--- src/rtl/tlfs_pkg.sv ---
// Shared types and constants of the three-level feedback scheduler.
`timescale 1ns / 1ps
`default_nettype none

package tlfs_pkg;

  localparam int DEF_QUEUE_DEPTH = 16;
  localparam int DEF_JOB_ID_BITS = 8;
  localparam int NUM_LEVELS      = 3;
  localparam int SLICE_BITS      = 4;
  localparam int LEVEL_BITS      = 2;

  localparam logic [SLICE_BITS-1:0] RESET_SLICES = 4'd2;

  // internal level codes, highest priority first
  localparam logic [LEVEL_BITS-1:0] LVL_HI  = 2'd0;
  localparam logic [LEVEL_BITS-1:0] LVL_MID = 2'd1;
  localparam logic [LEVEL_BITS-1:0] LVL_LO  = 2'd2;

  // requested-level codes on the input
  localparam logic [LEVEL_BITS-1:0] REQ_HI  = 2'd1;
  localparam logic [LEVEL_BITS-1:0] REQ_MID = 2'd2;

  typedef enum logic [1:0] {
    PTR_NONE,
    PTR_PUSH,
    PTR_POP
  } ptr_op_e;

  typedef struct packed {
    ptr_op_e                op;
    logic [LEVEL_BITS-1:0]  lvl;
  } ptr_req_t;

  typedef struct packed {
    logic [NUM_LEVELS-1:0] full;
    logic [NUM_LEVELS-1:0] empty;
  } ptr_stat_t;

endpackage

`default_nettype wire

--- src/rtl/tlfs_queue_mem.sv ---
// Queue storage for all three levels: one write port, one registered read port.
`timescale 1ns / 1ps
`default_nettype none

module tlfs_queue_mem #(
  parameter int QUEUE_DEPTH = tlfs_pkg::DEF_QUEUE_DEPTH,
  parameter int ENTRY_BITS  = tlfs_pkg::DEF_JOB_ID_BITS + tlfs_pkg::SLICE_BITS + 1,
  parameter int PTR_BITS    = $clog2(QUEUE_DEPTH)
) (
  input  wire logic                              clk_i,
  input  wire logic                              wr_en_i,
  input  wire logic [tlfs_pkg::LEVEL_BITS-1:0]   wr_lvl_i,
  input  wire logic [PTR_BITS-1:0]               wr_ptr_i,
  input  wire logic [ENTRY_BITS-1:0]             wr_data_i,
  input  wire logic                              rd_en_i,
  input  wire logic [tlfs_pkg::LEVEL_BITS-1:0]   rd_lvl_i,
  input  wire logic [PTR_BITS-1:0]               rd_ptr_i,
  output logic      [ENTRY_BITS-1:0]             rd_data_o
);
  import tlfs_pkg::*;

  logic [ENTRY_BITS-1:0] mem_q [NUM_LEVELS][QUEUE_DEPTH];

  always_ff @(posedge clk_i) begin
    if (wr_en_i) begin
      mem_q[wr_lvl_i][wr_ptr_i] <= wr_data_i;
    end
  end

  always_ff @(posedge clk_i) begin
    if (rd_en_i) begin
      rd_data_o <= mem_q[rd_lvl_i][rd_ptr_i];
    end
  end

endmodule

`default_nettype wire

--- src/rtl/tlfs_ptr_unit.sv ---
// Head, tail and fill count of each level, with one shared push/pop unit.
`timescale 1ns / 1ps
`default_nettype none

module tlfs_ptr_unit #(
  parameter int QUEUE_DEPTH = tlfs_pkg::DEF_QUEUE_DEPTH,
  parameter int PTR_BITS    = $clog2(QUEUE_DEPTH),
  parameter int FILL_BITS   = $clog2(QUEUE_DEPTH + 1)
) (
  input  wire logic                clk_i,
  input  wire logic                rst_ni,
  input  wire tlfs_pkg::ptr_req_t  req_i,
  output tlfs_pkg::ptr_stat_t      stat_o,
  output logic [PTR_BITS-1:0]      head_o,
  output logic [PTR_BITS-1:0]      tail_o
);
  import tlfs_pkg::*;

  logic [PTR_BITS-1:0]  head_q [NUM_LEVELS];
  logic [PTR_BITS-1:0]  tail_q [NUM_LEVELS];
  logic [FILL_BITS-1:0] fill_q [NUM_LEVELS];

  logic do_push, do_pop;

  function automatic logic [PTR_BITS-1:0] wrap_inc(input logic [PTR_BITS-1:0] p);
    return (p == PTR_BITS'(QUEUE_DEPTH - 1)) ? '0 : p + 1'b1;
  endfunction

  always_comb begin
    for (int i = 0; i < NUM_LEVELS; i++) begin
      stat_o.full[i]  = (fill_q[i] == FILL_BITS'(QUEUE_DEPTH));
      stat_o.empty[i] = (fill_q[i] == '0);
    end
  end

  assign head_o  = head_q[req_i.lvl];
  assign tail_o  = tail_q[req_i.lvl];
  assign do_push = (req_i.op == PTR_PUSH) && !stat_o.full[req_i.lvl];
  assign do_pop  = (req_i.op == PTR_POP) && !stat_o.empty[req_i.lvl];

  always_ff @(posedge clk_i or negedge rst_ni) begin
    if (!rst_ni) begin
      for (int i = 0; i < NUM_LEVELS; i++) begin
        head_q[i] <= '0;
        tail_q[i] <= '0;
        fill_q[i] <= '0;
      end
    end else if (do_push) begin
      tail_q[req_i.lvl] <= wrap_inc(tail_q[req_i.lvl]);
      fill_q[req_i.lvl] <= fill_q[req_i.lvl] + 1'b1;
    end else if (do_pop) begin
      head_q[req_i.lvl] <= wrap_inc(head_q[req_i.lvl]);
      fill_q[req_i.lvl] <= fill_q[req_i.lvl] - 1'b1;
    end
  end

endmodule

`default_nettype wire

--- src/rtl/three_level_feedback_scheduler.sv ---
// Top level of the three-level feedback scheduler: slot sequencer and datapath.
`timescale 1ns / 1ps
`default_nettype none

// Three-level feedback scheduler. Each input beat is one scheduling slot and
// yields exactly one output beat. A slot first requeues the job dispatched in
// the previous slot (unless reported finished), bumping its slice count and
// moving it between levels once the count reaches slices_q; then the optional
// new job is pushed to its level; then the head of the highest non-empty level
// is dispatched. A push into a full level drops that job and sets dropped. A
// slot steps through accept, requeue, admit, pick and result; result waits on a
// stalled output, and no new slot is taken meanwhile. This order is set by the
// single push/pop port of the pointer unit, the single write port of the queue
// memory and its registered read. No clearing pass is needed after reset: the
// pointers reset to empty and only written queue entries are ever read. The
// configuration port is always ready and must be written only while idle.

module three_level_feedback_scheduler #(
  parameter int QUEUE_DEPTH = tlfs_pkg::DEF_QUEUE_DEPTH,
  parameter int JOB_ID_BITS = tlfs_pkg::DEF_JOB_ID_BITS
) (
  input  wire logic                               clk_i,
  input  wire logic                               rst_ni,
  // slot input channel
  input  wire logic                               in_valid_i,
  output logic                                    in_stall_o,
  input  wire logic                               admit_valid_i,
  input  wire logic [7:0]                         new_job_i,
  input  wire logic [tlfs_pkg::LEVEL_BITS-1:0]    new_level_i,
  input  wire logic                               last_finished_i,
  // dispatch output channel
  output logic                                    out_valid_o,
  input  wire logic                               out_stall_i,
  output logic                                    dispatch_valid_o,
  output logic      [7:0]                         dispatch_job_o,
  output logic      [tlfs_pkg::LEVEL_BITS-1:0]    dispatch_level_o,
  output logic                                    dropped_o,
  // configuration write channel
  input  wire logic                               cfg_valid_i,
  output logic                                    cfg_ready_o,
  input  wire logic [tlfs_pkg::SLICE_BITS-1:0]    cfg_data_i
);
  import tlfs_pkg::*;

  localparam int PTR_BITS   = $clog2(QUEUE_DEPTH);
  localparam int FILL_BITS  = $clog2(QUEUE_DEPTH + 1);
  localparam int ENTRY_BITS = JOB_ID_BITS + SLICE_BITS + 1;

  typedef enum logic [2:0] {
    ST_IDLE,
    ST_SETTLE,
    ST_ADMIT,
    ST_PICK,
    ST_OUT
  } state_e;

  state_e                  state_q;
  logic [SLICE_BITS-1:0]   slices_q;

  // latched slot fields
  logic                    admit_q;
  logic [JOB_ID_BITS-1:0]  job_q;
  logic [LEVEL_BITS-1:0]   admit_lvl_q;
  logic                    fin_q;
  logic                    drop_q;

  // job running in the current slot
  logic                    run_valid_q;
  logic [JOB_ID_BITS-1:0]  run_job_q;
  logic [SLICE_BITS-1:0]   run_cnt_q;
  logic                    run_up_q;
  logic [LEVEL_BITS-1:0]   run_lvl_q;

  // dispatch decision from the pick step
  logic                    disp_q;
  logic [LEVEL_BITS-1:0]   pick_lvl_q;

  ptr_req_t                ptr_req;
  ptr_stat_t               ptr_stat;
  logic [PTR_BITS-1:0]     head, tail;

  logic                    mem_wr_en, mem_rd_en;
  logic [ENTRY_BITS-1:0]   mem_wr_data, mem_rd_data;

  logic [JOB_ID_BITS+7:0]  job_in_wide;
  logic [JOB_ID_BITS+7:0]  job_out_wide;
  logic [JOB_ID_BITS-1:0]  rd_job;
  logic [SLICE_BITS-1:0]   rd_cnt;
  logic                    rd_up;

  // requeue computation
  logic [SLICE_BITS-1:0]   cnt_inc, rq_cnt;
  logic                    rq_up;
  logic [LEVEL_BITS-1:0]   rq_lvl;
  logic                    requeue;

  logic [LEVEL_BITS-1:0]   pick_lvl;
  logic                    pick_hit;
  logic [LEVEL_BITS-1:0]   admit_lvl_in;
  logic                    out_free;

  assign in_stall_o  = (state_q != ST_IDLE);
  assign cfg_ready_o = 1'b1;
  assign out_free    = !out_valid_o || !out_stall_i;

  // identifiers keep JOB_ID_BITS bits; the port shows the low 8
  assign job_in_wide  = {{JOB_ID_BITS{1'b0}}, new_job_i};
  assign job_out_wide = {8'b0, rd_job};
  assign rd_job       = mem_rd_data[ENTRY_BITS-1 -: JOB_ID_BITS];
  assign rd_cnt       = mem_rd_data[SLICE_BITS:1];
  assign rd_up        = mem_rd_data[0];

  always_comb begin
    case (new_level_i)
      REQ_HI:  admit_lvl_in = LVL_HI;
      REQ_MID: admit_lvl_in = LVL_MID;
      default: admit_lvl_in = LVL_LO;
    endcase
  end

  // slice accounting and level move of the previous job
  always_comb begin
    cnt_inc = run_cnt_q + 1'b1;
    rq_cnt  = cnt_inc;
    rq_up   = run_up_q;
    rq_lvl  = run_lvl_q;
    if (cnt_inc >= slices_q) begin
      rq_cnt = '0;
      case (run_lvl_q)
        LVL_HI: begin
          rq_up  = 1'b0;
          rq_lvl = LVL_MID;
        end
        LVL_MID: begin
          rq_lvl = run_up_q ? LVL_HI : LVL_LO;
        end
        default: begin
          rq_up  = 1'b1;
          rq_lvl = LVL_MID;
        end
      endcase
    end
  end

  assign requeue = run_valid_q && !fin_q;

  // highest non-empty level
  always_comb begin
    pick_hit = 1'b1;
    if (!ptr_stat.empty[LVL_HI]) begin
      pick_lvl = LVL_HI;
    end else if (!ptr_stat.empty[LVL_MID]) begin
      pick_lvl = LVL_MID;
    end else if (!ptr_stat.empty[LVL_LO]) begin
      pick_lvl = LVL_LO;
    end else begin
      pick_lvl = LVL_LO;
      pick_hit = 1'b0;
    end
  end

  // drive the shared pointer unit and the queue memory
  always_comb begin
    ptr_req.op  = PTR_NONE;
    ptr_req.lvl = LVL_HI;
    mem_wr_en   = 1'b0;
    mem_wr_data = {run_job_q, rq_cnt, rq_up};
    mem_rd_en   = 1'b0;
    case (state_q)
      ST_SETTLE: begin
        if (requeue) begin
          ptr_req.op  = PTR_PUSH;
          ptr_req.lvl = rq_lvl;
          mem_wr_en   = !ptr_stat.full[rq_lvl];
        end
      end
      ST_ADMIT: begin
        mem_wr_data = {job_q, {SLICE_BITS{1'b0}}, 1'b0};
        if (admit_q) begin
          ptr_req.op  = PTR_PUSH;
          ptr_req.lvl = admit_lvl_q;
          mem_wr_en   = !ptr_stat.full[admit_lvl_q];
        end
      end
      ST_PICK: begin
        ptr_req.lvl = pick_lvl;
        if (pick_hit) begin
          ptr_req.op = PTR_POP;
          mem_rd_en  = 1'b1;
        end
      end
      default: begin
      end
    endcase
  end

  always_ff @(posedge clk_i or negedge rst_ni) begin
    if (!rst_ni) begin
      state_q          <= ST_IDLE;
      slices_q         <= RESET_SLICES;
      run_valid_q      <= 1'b0;
      out_valid_o      <= 1'b0;
      admit_q          <= 1'b0;
      fin_q            <= 1'b0;
      drop_q           <= 1'b0;
      disp_q           <= 1'b0;
      job_q            <= '0;
      admit_lvl_q      <= LVL_HI;
      pick_lvl_q       <= LVL_HI;
      run_job_q        <= '0;
      run_cnt_q        <= '0;
      run_up_q         <= 1'b0;
      run_lvl_q        <= LVL_HI;
      dispatch_valid_o <= 1'b0;
      dispatch_job_o   <= '0;
      dispatch_level_o <= '0;
      dropped_o        <= 1'b0;
    end else begin
      if (cfg_valid_i) begin
        slices_q <= cfg_data_i;
      end
      // a beat leaving in ST_OUT is replaced by the new one below
      if (out_valid_o && !out_stall_i && (state_q != ST_OUT)) begin
        out_valid_o <= 1'b0;
      end
      case (state_q)
        ST_IDLE: begin
          if (in_valid_i) begin
            admit_q     <= admit_valid_i;
            job_q       <= job_in_wide[JOB_ID_BITS-1:0];
            admit_lvl_q <= admit_lvl_in;
            fin_q       <= last_finished_i;
            drop_q      <= 1'b0;
            state_q     <= ST_SETTLE;
          end
        end
        ST_SETTLE: begin
          if (requeue && ptr_stat.full[rq_lvl]) begin
            drop_q <= 1'b1;
          end
          state_q <= ST_ADMIT;
        end
        ST_ADMIT: begin
          if (admit_q && ptr_stat.full[admit_lvl_q]) begin
            drop_q <= 1'b1;
          end
          state_q <= ST_PICK;
        end
        ST_PICK: begin
          disp_q     <= pick_hit;
          pick_lvl_q <= pick_lvl;
          state_q    <= ST_OUT;
        end
        ST_OUT: begin
          // read data is valid here; wait for room in the output register
          if (out_free) begin
            out_valid_o      <= 1'b1;
            dispatch_valid_o <= disp_q;
            dispatch_job_o   <= disp_q ? job_out_wide[7:0] : 8'd0;
            dispatch_level_o <= disp_q ? pick_lvl_q + 1'b1 : '0;
            dropped_o        <= drop_q;
            run_valid_q      <= disp_q;
            run_job_q        <= rd_job;
            run_cnt_q        <= rd_cnt;
            run_up_q         <= rd_up;
            run_lvl_q        <= pick_lvl_q;
            state_q          <= ST_IDLE;
          end
        end
        default: begin
          state_q <= ST_IDLE;
        end
      endcase
    end
  end

  tlfs_ptr_unit #(
    .QUEUE_DEPTH (QUEUE_DEPTH),
    .PTR_BITS    (PTR_BITS),
    .FILL_BITS   (FILL_BITS)
  ) u_ptr (
    .clk_i  (clk_i),
    .rst_ni (rst_ni),
    .req_i  (ptr_req),
    .stat_o (ptr_stat),
    .head_o (head),
    .tail_o (tail)
  );

  tlfs_queue_mem #(
    .QUEUE_DEPTH (QUEUE_DEPTH),
    .ENTRY_BITS  (ENTRY_BITS),
    .PTR_BITS    (PTR_BITS)
  ) u_mem (
    .clk_i     (clk_i),
    .wr_en_i   (mem_wr_en),
    .wr_lvl_i  (ptr_req.lvl),
    .wr_ptr_i  (tail),
    .wr_data_i (mem_wr_data),
    .rd_en_i   (mem_rd_en),
    .rd_lvl_i  (ptr_req.lvl),
    .rd_ptr_i  (head),
    .rd_data_o (mem_rd_data)
  );

endmodule

`default_nettype wire

--- config.mk ---
export PLATFORM = sky130hd
export DESIGN_NAME = three_level_feedback_scheduler
export DESIGN_NICKNAME = d
export VERILOG_FILES = /design/src/rtl/tlfs_pkg.sv /design/src/rtl/tlfs_queue_mem.sv /design/src/rtl/tlfs_ptr_unit.sv /design/src/rtl/three_level_feedback_scheduler.sv
export SDC_FILE = /design/constraint.sdc
export NUM_CORES = 1
export LEC_CHECK = 0
export ABC_AREA = 1
export BUFFER_PORTS_ARGS = -buffer_cell sky130_fd_sc_hd__buf_2
export CAP_MARGIN = 20
export CORE_MARGIN = 2
export CORE_UTILIZATION = 45
export DETAILED_ROUTE_END_ITERATION = 10
export GPL_ROUTABILITY_DRIVEN = 0
export PLACE_DENSITY_LB_ADDON = 0.12
export RECOVER_POWER = 100
export SETUP_SLACK_MARGIN = 0.1
export SYNTH_ARGS = -nofsm -noshare
export SYNTH_HDL_FRONTEND = slang
export SYNTH_SLANG_ARGS = --single-unit
--- constraint.sdc ---
create_clock -name clk_i -period 5 [get_ports clk_i]
set_input_delay 0.25 -clock clk_i [delete_from_list [all_inputs] [get_ports clk_i]]
set_output_delay 0.25 -clock clk_i [all_outputs]
set_load 0.02 [all_outputs]
==> impl_metrics.csv <==
group,metric,value,unit
timing,grt_setup_unrepaired,"false",
setup_path,worst-r2r-setup-slack,0.38,ns
setup_path,cp-end-kind,"register",
clocking,clockBufferDepth,3,
timing,tns,0,ns
global_routing,grt_pass1_wl,138,mm
floorplanning,ios,36,
route,totalWireLength,91.7,mm
route,ant_nets,0,
setup_path,regToRegEndpoint,"u_mem.mem_q[0][109]",
finish,multi_input_area,8220,µm²
power_and_ir_drop,p_leak,13.4,nW
place,postPlaceCellArea,32400,µm²
min_path,hold_class,"input port to register",
timing,setup_viol,0,
clocking,cts_tree,"built",
clocking,root_buffer,"clkbuf_16",
yosys,synthCells,2829,
timing,fin_skew,0.0237,ns
run,maxCapViolations,10,
min_path,hp-start,"new_level_i[0]",
route,drtIter0Drc,2521,
floorplanning,core_region_area,67400,µm²
global_routing,grt_use_total,26.4,%
finish,fin_util,51.7,%
timing,fin_crit,4.62,ns
global_routing,antenna_found_initial,3,
floorplanning,rows,95,
yosys,ys.flop_type,"edfxtp_1",
clocking,numCtsBuffers,78,
yosys,async_reset_ff_share,12.4,%
setup_path,worst-path-max-fanout,49,
finish,layout-drive-gt1-share,8.47,%
yosys,synth_area_leader_cell,"edfxtp_1",
setup_path,startpoint_type,"register",
timing,worstMarginPinSlew,2.77,ns
finish,seqCellArea,21400,µm²
yosys,syn_nets,2863,
floorplanning,chipWidth,265,µm
yosys,yosys.cell_count.top_type,"nand2_1",
yosys,synthTopCellsByCount,"1062 x nand2_1, 637 x edfxtp_1, 393 x nand3_1",
floorplanning,die_y,265,µm
outcome,status,"complete, but fails checks",
finish,fin_area,34800,µm²
outcome,failed_checks,"max-capacitance violations, max-slew violations",
yosys,synth_top_cell_area_share,62.2,%
timing,slew_violations,360,
floorplanning,initial_core_util,45.6,%
floorplanning,dieArea,70400,µm²
yosys,synth_seq_cells,727,
setup_path,reg2reg_from,"run_cnt_q[0]",
min_path,holdPathStages,5,
timing,hold_viol,0,
finish,fillerInstances,5970,
yosys,synth_cell_types,41,
global_routing,grt_max_degree,141,
place,post-dp-hpwl,56.4,mm
timing,slew_headroom,-84.8,%
setup_path,rr_worst_depth,16,
global_routing,grt_pass1_vias,21027,
clocking,clkLatencyLatePin,0.64,ns
yosys,yosys_warnings,0,
timing,finalCritPeriodShare,92.4,%
min_path,hold_end,"admit_lvl_q[0]",
yosys,netlist_area,30700,µm²
yosys,postSynthAreaPerCell,10.9,µm²
yosys,synthTopCellsByArea,"edfxtp_1 62%, nand2_1 13%, dfrtp_1 7.2%",
route,avgViaCountPerCell,5.57,
power_and_ir_drop,power.density,683,nW/µm²
setup_path,critPathKind,"register to register",
clocking,clock_sinks,727,
timing,max_freq,216,MHz
global_routing,gr-total-overflow,0,
route,drc_errors,0,
finish,final_nets,2970,
route,wl_per_cell,23.7,µm
setup_path,cp.arrival,4.91,ns
place,port_buffers,34,
route,vias,21571,
route,first_pass_iters,6,
clocking,clkTransAtPathRegs,0.06,ns
setup_path,cp.required,5.29,ns
yosys,ys_seq_area_share,69.6,%
finish,area_growth,13.3,%
power_and_ir_drop,peakVddDrop,468,µV
yosys,synth_enable_flop_cells,637,
clocking,htreeDepth,3,
==> cell families after synthesis <==
family	count (synthesis)	synth area share (%)
AO/OA/AOI/OAI	177	3.72
XOR/XNOR	5	0.142
adder cells (fa/ha/maj)	13	0.529
buffers and inverters	264	3.76
flip-flops	727	69.6
multiplexers	1	0.0366
other	1	0.0122
AND/OR/NAND/NOR	1641	22.2
==> how the worst max path moves through the flow <==
stage / start / endpoint
after floorplan: run_cnt_q[0] / u_mem.mem_q[0][104]
after global placement: run_cnt_q[0] / u_mem.rd_data_o[2]
after detailed placement: run_cnt_q[0] / u_mem.rd_data_o[2]
after CTS: run_cnt_q[0] / u_mem.rd_data_o[2]
after global routing: run_cnt_q[0] / u_mem.mem_q[2][87]
final: run_cnt_q[0] / u_mem.mem_q[0][109]
==> layout make-up <==
type	count	share of cell area (%)
Clock buffer	111	6.23
Sequential cell	727	61.4
Antenna cell	2	0.0144
Inverter	117	1.27
Tap cell	873	3.13
Multi-Input combinational cell	1838	23.6
Clock inverter	31	0.991
Timing Repair Buffer	174	3.41
==> report_power, final <==
group	total, mW	switching [mW]	internal (mW)
Sequential	8.81	0.324	8.48
Combinational	9.23	7.14	2.09
Clock	5.75	2.36	3.39
==> placed cells by master, fill, tap and decap left out, drive strengths merged, types with 42 or more instances in the layout <==
cell	instances
nand4	42
edfxtp	637
buf	64
nand3	395
nor2	133
dfrtp	89
inv	116
nand2	1068
o21ai	69
a21boi	83
clkbuf	195
==> sequential cells by signal (all words and copies together) (netlist names), named ones only <==
signal,count
drop_q,1
u_ptr.fill_q,12
u_ptr.head_q,12
admit_lvl_q,2
u_mem.rd_data_o,13
state_q,3
dispatch_level_o,2
pick_lvl_q,2
job_q,8
dispatch_job_o,8
fin_q,1
run_lvl_q,2
disp_q,1
dropped_o,1
out_valid_o,1
run_job_q,8
admit_q,1
run_cnt_q,4
run_up_q,1
slices_q,4
run_valid_q,1
u_ptr.tail_q,12
u_mem.mem_q,624
==> stage by stage <==
step | power (mW) | instances | hold WS [ns] | setup WS [ns]
3_3_place_gp | 18.1 | 3700 | 0.213 | 0.489
3_5_place_dp | 18.2 | 3704 | 0.218 | 0.427
5_1_grt | 24.9 | 3872 | 0.0835 | 0.0897
2_1_floorplan | 14.0 | 2829 | -0.0456 | 1.16
4_1_cts | 24.0 | 3871 | 0.0107 | 0.399
6_report | 23.8 | 3873 | 0.0329 | 0.378
==> repair_timing <==
action | 4_1_cts | 5_1_grt
hold endpoints to repair | 49 | 0
hold buffers | 25 | 0
gates resized for setup | 0 | 1
setup buffers | 0 | 0
endpoints found under the setup margin | 0 | 3
==> critical path: stages (launching register included) <==
cell and delay, ns:
dfrtp_1 0.42, ha_1 0.24, xnor2_1 0.21, inv_1 0.07, ha_1 0.28, nand2_1 0.07, clkinv_1 0.07, nand2_1 0.09
nand4_1 0.17, nand3_1 0.26, nand2_4 0.15, inv_1 0.21, buf_4 0.62, nand2_1 0.43, clkbuf_1 0.37, nor2_1 0.22
clkbuf_2 0.35
==> layer usage <==
layer  track usage, %  part of all wire (%)
met1             36.5                    42
met2             43.0                    47
met3             3.85                   7.2
met4             8.95                   3.3
met5                0                     0
No activity file was read; power rests on OpenSTA's default activity.
